==> config.mk <==
export PLATFORM = sky130hd
export DESIGN_NAME = arp_address_cache_core
export DESIGN_NICKNAME = d
export VERILOG_FILES = /design/src/arpc_pkg.sv /design/src/arpc_cell.sv /design/src/arp_address_cache_core.sv
export SDC_FILE = /design/constraint.sdc
export NUM_CORES = 2
export LEC_CHECK = 0
export ABC_AREA = 1
export ABC_CLOCK_PERIOD_IN_PS = 9200
export BUFFER_PORTS_ARGS = -buffer_cell sky130_fd_sc_hd__buf_2
export CAP_MARGIN = 20
export CORE_ASPECT_RATIO = 0.5
export CORE_MARGIN = 3
export CORE_UTILIZATION = 23
export CTS_BUF_LIST = sky130_fd_sc_hd__clkbuf_8
export DETAILED_ROUTE_END_ITERATION = 8
export PLACE_DENSITY = 0.35
export SLEW_MARGIN = 40
export SYNTH_ARGS = -nofsm -noshare
export SYNTH_HDL_FRONTEND = slang
export SYNTH_SLANG_ARGS = --single-unit
export TNS_END_PERCENT = 5
==> constraint.sdc <==
create_clock -name aclk -period 9.2 [get_ports aclk]
set_input_delay 0.46 -clock aclk [delete_from_list [all_inputs] [get_ports aclk]]
set_output_delay 0.46 -clock aclk [all_outputs]
set_load 0.02 [all_outputs]
==> src/arpc_pkg.sv <==
// Shared types and constants for the ARP address cache.
// Used by the cell, the top level, the port checker and the testbench; depends on nothing.
`timescale 1ns / 1ps

package arpc_pkg;

    localparam int ENTRIES = 8;

    localparam logic REQ_LEARN   = 1'b0;
    localparam logic REQ_RESOLVE = 1'b1;

    typedef struct packed {
        logic        req_type;
        logic [31:0] ip_addr;
        logic [47:0] mac_addr;
    } arpc_req_t;

    typedef struct packed {
        logic        hit;
        logic [47:0] mac_out;
    } arpc_rsp_t;

    // A request walking down the row of cells, one cell per cycle.
    typedef struct packed {
        logic        vld;
        logic        done;
        logic        hit;
        logic        req_type;
        logic [31:0] ip;
        logic [47:0] mac;
    } arpc_tok_t;

    // Unconditional write of an entry, used to overwrite slot 0 when full.
    typedef struct packed {
        logic        en;
        logic [31:0] ip;
        logic [47:0] mac;
    } arpc_fill_t;

endpackage

==> src/arpc_cell.sv <==
// One cache entry of the ARP address cache, with the register stage that
// hands the walking request on to the next entry. Depends on arpc_pkg.
`timescale 1ns / 1ps

module arpc_cell (
    input  logic                aclk,
    input  logic                aresetn,
    input  arpc_pkg::arpc_tok_t tok_in,
    input  arpc_pkg::arpc_fill_t fill,
    output arpc_pkg::arpc_tok_t tok_out
);
    import arpc_pkg::*;

    logic [31:0] ip_reg,    ip_next;
    logic [47:0] mac_reg,   mac_next;
    logic        valid_reg, valid_next;
    arpc_tok_t   tok_reg,   tok_next;
    logic        match;

    assign match = valid_reg && (ip_reg == tok_in.ip);

    always_comb begin
        ip_next    = ip_reg;
        mac_next   = mac_reg;
        valid_next = valid_reg;
        tok_next   = tok_in;
        if (fill.en) begin
            ip_next    = fill.ip;
            mac_next   = fill.mac;
            valid_next = 1'b1;
        end else if (tok_in.vld && !tok_in.done) begin
            // Valid entries always form a prefix of the row, so the first
            // empty cell a learn reaches means the key is not held anywhere.
            if (match) begin
                tok_next.done = 1'b1;
                if (tok_in.req_type == REQ_RESOLVE) begin
                    tok_next.hit = 1'b1;
                    tok_next.mac = mac_reg;
                end else begin
                    mac_next = tok_in.mac;
                end
            end else if (!valid_reg && tok_in.req_type == REQ_LEARN) begin
                ip_next       = tok_in.ip;
                mac_next      = tok_in.mac;
                valid_next    = 1'b1;
                tok_next.done = 1'b1;
            end
        end
    end

    always_ff @(posedge aclk) begin
        if (!aresetn) begin
            valid_reg   <= 1'b0;
            tok_reg.vld <= 1'b0;
        end else begin
            valid_reg   <= valid_next;
            tok_reg.vld <= tok_next.vld;
        end
        ip_reg                <= ip_next;
        mac_reg               <= mac_next;
        tok_reg.done          <= tok_next.done;
        tok_reg.hit           <= tok_next.hit;
        tok_reg.req_type      <= tok_next.req_type;
        tok_reg.ip            <= tok_next.ip;
        tok_reg.mac           <= tok_next.mac;
    end

    assign tok_out = tok_reg;

endmodule

==> src/arp_address_cache_core.sv <==
// Top level of the ARP address cache: a row of entry cells that a request
// walks through, plus the output register and its skid slot.
// Depends on arpc_pkg and arpc_cell.
//
//   channel | ports                      | payload
//   s_      | s_valid, s_ready, s_data   | arpc_req_t (req_type, ip_addr, mac_addr)
//   m_      | m_valid, m_ready, m_data   | arpc_rsp_t (hit, mac_out), resolve only
//
// A request enters cell 0 when accepted and moves one cell per cycle through
// every cell's register until it leaves the row; one request is in the row at
// a time, the next being taken once the last has left and, for a resolve, its
// result has reached the output register. A learn of an absent key into a full
// table writes slot 0 in the cycle the request leaves the row. A resolve result
// that meets a stalled output waits in a skid slot. Reset clears all valid bits.
`timescale 1ns / 1ps

module arp_address_cache_core (
    input  logic                aclk,
    input  logic                aresetn,
    input  logic                s_valid,
    output logic                s_ready,
    input  arpc_pkg::arpc_req_t s_data,
    output logic                m_valid,
    input  logic                m_ready,
    output arpc_pkg::arpc_rsp_t m_data
);
    import arpc_pkg::*;

    arpc_tok_t  tok [ENTRIES+1];
    arpc_fill_t fill0;
    arpc_tok_t  exit_tok;
    arpc_rsp_t  res;
    logic       accept, res_fire, learn_done, m_free;

    logic       busy_reg,   busy_next;
    logic       m_valid_reg, m_valid_next;
    arpc_rsp_t  m_data_reg, m_data_next;
    logic       pend_valid_reg, pend_valid_next;
    arpc_rsp_t  pend_data_reg,  pend_data_next;

    assign s_ready = !busy_reg;
    assign accept  = s_valid && s_ready;

    always_comb begin
        tok[0].vld      = accept;
        tok[0].done     = 1'b0;
        tok[0].hit      = 1'b0;
        tok[0].req_type = s_data.req_type;
        tok[0].ip       = s_data.ip_addr;
        // A resolve carries zero so that a miss reports a zero MAC.
        tok[0].mac      = (s_data.req_type == REQ_RESOLVE) ? 48'd0 : s_data.mac_addr;
    end

    assign exit_tok   = tok[ENTRIES];
    assign res_fire   = exit_tok.vld && (exit_tok.req_type == REQ_RESOLVE);
    assign learn_done = exit_tok.vld && (exit_tok.req_type == REQ_LEARN);
    assign res.hit    = exit_tok.hit;
    assign res.mac_out = exit_tok.mac;

    // A learn that found neither its key nor a free slot overwrites slot 0.
    assign fill0.en  = learn_done && !exit_tok.done;
    assign fill0.ip  = exit_tok.ip;
    assign fill0.mac = exit_tok.mac;

    for (genvar i = 0; i < ENTRIES; i++) begin : g_cell
        arpc_cell u_cell (
            .aclk    (aclk),
            .aresetn (aresetn),
            .tok_in  (tok[i]),
            .fill    ((i == 0) ? fill0 : arpc_fill_t'('0)),
            .tok_out (tok[i+1])
        );
    end

    assign m_free = !m_valid_reg || m_ready;

    always_comb begin
        busy_next       = busy_reg;
        m_valid_next    = m_valid_reg;
        m_data_next     = m_data_reg;
        pend_valid_next = pend_valid_reg;
        pend_data_next  = pend_data_reg;
        if (accept) begin
            busy_next = 1'b1;
        end
        if (learn_done) begin
            busy_next = 1'b0;
        end
        if (m_free) begin
            if (pend_valid_reg) begin
                m_valid_next    = 1'b1;
                m_data_next     = pend_data_reg;
                pend_valid_next = 1'b0;
                busy_next       = 1'b0;
            end else if (res_fire) begin
                m_valid_next = 1'b1;
                m_data_next  = res;
                busy_next    = 1'b0;
            end else begin
                m_valid_next = 1'b0;
            end
        end else if (res_fire) begin
            pend_valid_next = 1'b1;
            pend_data_next  = res;
        end
    end

    always_ff @(posedge aclk) begin
        if (!aresetn) begin
            busy_reg       <= 1'b0;
            m_valid_reg    <= 1'b0;
            pend_valid_reg <= 1'b0;
        end else begin
            busy_reg       <= busy_next;
            m_valid_reg    <= m_valid_next;
            pend_valid_reg <= pend_valid_next;
        end
        m_data_reg    <= m_data_next;
        pend_data_reg <= pend_data_next;
    end

    assign m_valid = m_valid_reg;
    assign m_data  = m_data_reg;

endmodule

==> flow_summary.toml <==
[run_status]
outcome = "complete, no violations"

[power]
cellLeakagePower_nw = 30.5
irDropWorstVdd_uv = 94.6
power_per_cell_area_nw_per_um2 = 192
finalPower_w = 0.0134

[sta]
clock-skew-final_ps = 115
timing.fmax_mhz = 264
hold_vio_cnt_final = 0
setup_slack_ps = 5410
finalCritPeriodShare_pct = 41.2
setup-tns-final_ps = 0
setup-violations-final = 0
maxSlewHeadroom_pct = 41.9
tightestPinTransition_ps = 868
final.min_clock_period_ps = 3790
setup_repair_after_global_routing_missed_its_margin = "no"
maxSlewViolCount = 0

[drt]
detail_route.iter0.violations = 3646
drt_first_pass_iters = 6
drc = 0
finalWirelength_microns = 200000
route.detailed.wl_per_inst_microns = 19.3
vias = 44000
antenna_violating_nets_post_route = 0
detail_route.vias_per_cell = 4.24

[job]
max_cap_violations = 0

[logic_synthesis]
synth_compound_area_share_pct = 1.26
synthSimpleGateAreaFrac_pct = 25.9
synth_fp_nets = 6609
post_synth_fa_ha_maj_area_fraction_pct = 0
synth.ff_latch_count = 1421
yosys.cell_types.count = 37
synth.avg_cell_area_sq_um = 9.22
synth-async-reset-ratio_pct = 0
yosysWarnings = 0
synth.yosys.seq_area_share_pct = 59.5
synth_mux_area_share_pct = 6.19
syn_inst = 6524
synthFlopType = "edfxtp_1"
synth_area_sq_um = 60200
xor_xnor_share_of_the_synthesized_area_pct = 1.21
synth_enable_flop_cells = 738
main_combinational_cell_family_by_area_after_synthesis = "simple AND/OR/NAND/NOR gates"

[setup_path]
timing.critical_path.cells = "inv_1 -> nand2_1 -> nand3_1 -> nor2_1 -> nand3_1 -> nor2_1 -> nand2_1 -> nor2_4 -> buf_4 -> nand2_1 -> nand2_2 -> buf_4"
worstPathBufferInverterCount = 3
critical-path-top-delay-family = "simple AND/OR/NAND/NOR gates"
critical_path.reg2reg.endpoint = "g_cell[6].u_cell.mac_reg[45]"
path_depth = 12
critical_path.reg2reg.startpoint = "g_cell[5].u_cell.tok_out[49]"
r2r_cells = 12
maximum_fanout_along_the_worst_path = 49
start_kind = "flip-flop"
critical_path.max_stage_delay_ps = 570
timing.reg2reg.setup_slack_ps = 5410
critPathRequiredTime_ps = 9730
worst_setup_path_end_kind = "flip-flop"
startpoint = "g_cell[5].u_cell.tok_out[49]"
timing_worst_setup_path_type = "flip-flop to flip-flop"
cpMaxStageDelayCell = "buf_4"
cp_common_cell = "nand2_1"
worstPathArrival_ps = 4320

[hold_path]
timing.hold.worst_path_depth = 2
hold_end = "g_cell[0].u_cell.tok_out[79]"
min-delay-start = "s_data[79]"
min-delay-path-class = "input pin to flip-flop"

[global_route]
overflow = 0
globalRouteTotalUtil_pct = 14.5
grt_most_used_layer = "met2"
use_met3_pct = 2.56
met1_usage_pct = 20.9
grt_antenna_before_repair = 14
grt_start_max_net_pins = 84
grt_pass1_wl_microns = 293000
vias_in_the_first_global_route = 42600
grt_use_met2_pct = 22.7

[final_layout]
fin_nets = 6787
fin_cells = 10400
areaGrowthSynthToFinish_pct = 16.4
largest_reg_flops = 672
finalCoreUtilization_pct = 27.0
drive_gt1_share_pct = 13.2

[clock_tree]
cts_root_buf = "clkbuf_8"
cts-buffers-inserted = 233
tritoncts_clock_tree = "yes"
cts.path.max_buffers = 4
clock_tree.htree_level_count = 4
post_cts_resized = 0
path_clk_slew_ps = 70
cts.sinks = 1421
clk_lat_worst_skew_ps = 990

[die]
initial_core_util_pct = 23.2
placement_rows = 132
die_width_microns = 729
core_area_sq_um = 260000
floorplan.die_area_sq_um = 268000
chipHeight_microns = 368
top_level_ports = 136

[placed_design]
place.detailed.hpwl_microns = 132000
place_ws_ps = 5380
numPlacedInstances = 9865
port_buffers = 135
weighted_congestion_reported_at_the_end_of_routability_driven_placement = 0.775
==> power breakdown <==
group / switching (W) / internal [W] / leakage [nW]
clock: 0.00270 / 0.00302 / 2.83
combinational: 0.000388 / 0.000267 / 15.3
sequential: 0.000208 / 0.00686 / 12.4
==> layout by cell type (no fill, tap or decap), drive strengths merged, types with 31 or more instances in the layout <==
| master | count |
|---|---|
| nand4 | 460 |
| dfxtp | 683 |
| clkinv | 31 |
| nand2 | 2379 |
| clkbuf | 300 |
| mux2 | 288 |
| nand3 | 365 |
| dlygate4sd3 | 86 |
| inv | 610 |
| nor2 | 384 |
| a21oi | 62 |
| o21ai | 86 |
| xnor2 | 52 |
| mux2i | 48 |
| edfxtp | 738 |
| buf | 210 |
==> layer usage <==
layer | vias to the layer above | share of wire (%)
li1 | 21900 | -
met1 | 21000 | 49
met2 | 851 | 44
met3 | 283 | 4.8
met4 | 0 | 2.1
met5 | - | 0
==> per-stage QoR <==
stage          hold slack [ps]  area (sq um)
2_1_floorplan              326         60200
6_report                   230         70100
3_3_place_gp               362         64300
3_5_place_dp               365         64400
4_1_cts                    101         70100
5_1_grt                    147         70100
==> layout make-up <==
type                    instances  area (sq um)
multi-input cells            4233         21000
inverters                     517          1950
fillers                     27800        190000
flip-flops and latches       1421         35900
well taps                    3484          4360
diodes                          3          7.51
clock buffers                 300          4130
clock inverters               130           637
repair buffers                296          2160
==> worst max-delay path by stage <==
stage / endpoint / slack, ps
after floorplan: g_cell[0].u_cell.mac_reg[0] / 5060
after global placement: g_cell[6].u_cell.mac_reg[43] / 5340
after detailed placement: g_cell[6].u_cell.mac_reg[42] / 5380
after CTS: g_cell[6].u_cell.mac_reg[45] / 5370
after global routing: g_cell[6].u_cell.mac_reg[45] / 5160
final: g_cell[6].u_cell.mac_reg[45] / 5410
==> cell usage after synthesis, drive strengths merged (3+ instances only) <==
cell type,number,area share (%)
a21oi,62,0.52
and2,10,0.10
and3,4,0.042
buf,129,1.3
clkbuf,224,1.4
clkinv,8,0.050
dfxtp,683,23
edfxtp,738,37
inv,509,3.2
mux2,288,5.4
mux2i,48,0.80
nand2,2379,15
nand2b,3,0.031
nand3,365,3.0
nand3b,5,0.062
nand4,460,4.8
nor2,384,2.4
nor2b,10,0.10
nor3,11,0.091
o21ai,86,0.72
or2,30,0.31
xnor2,52,0.77
xor2,30,0.44
==> what timing repair did <==
item,4_1_cts,5_1_grt
hold endpoints to repair,181,0
hold buffers,86,0
buffers inserted,0,0
==> kinds of logic (layout without fill, tap and decap cells) <==
kind of cell | after synthesis | after routing
flip-flops | 1421 | 1421
AO/OA/AOI/OAI | 151 | 151
XOR/XNOR | 82 | 82
buffers and inverters | 870 | 1243
multiplexers | 336 | 336
other | 0 | 3
AND/OR/NAND/NOR | 3664 | 3664
No activity file was read; power rests on OpenSTA's default activity.
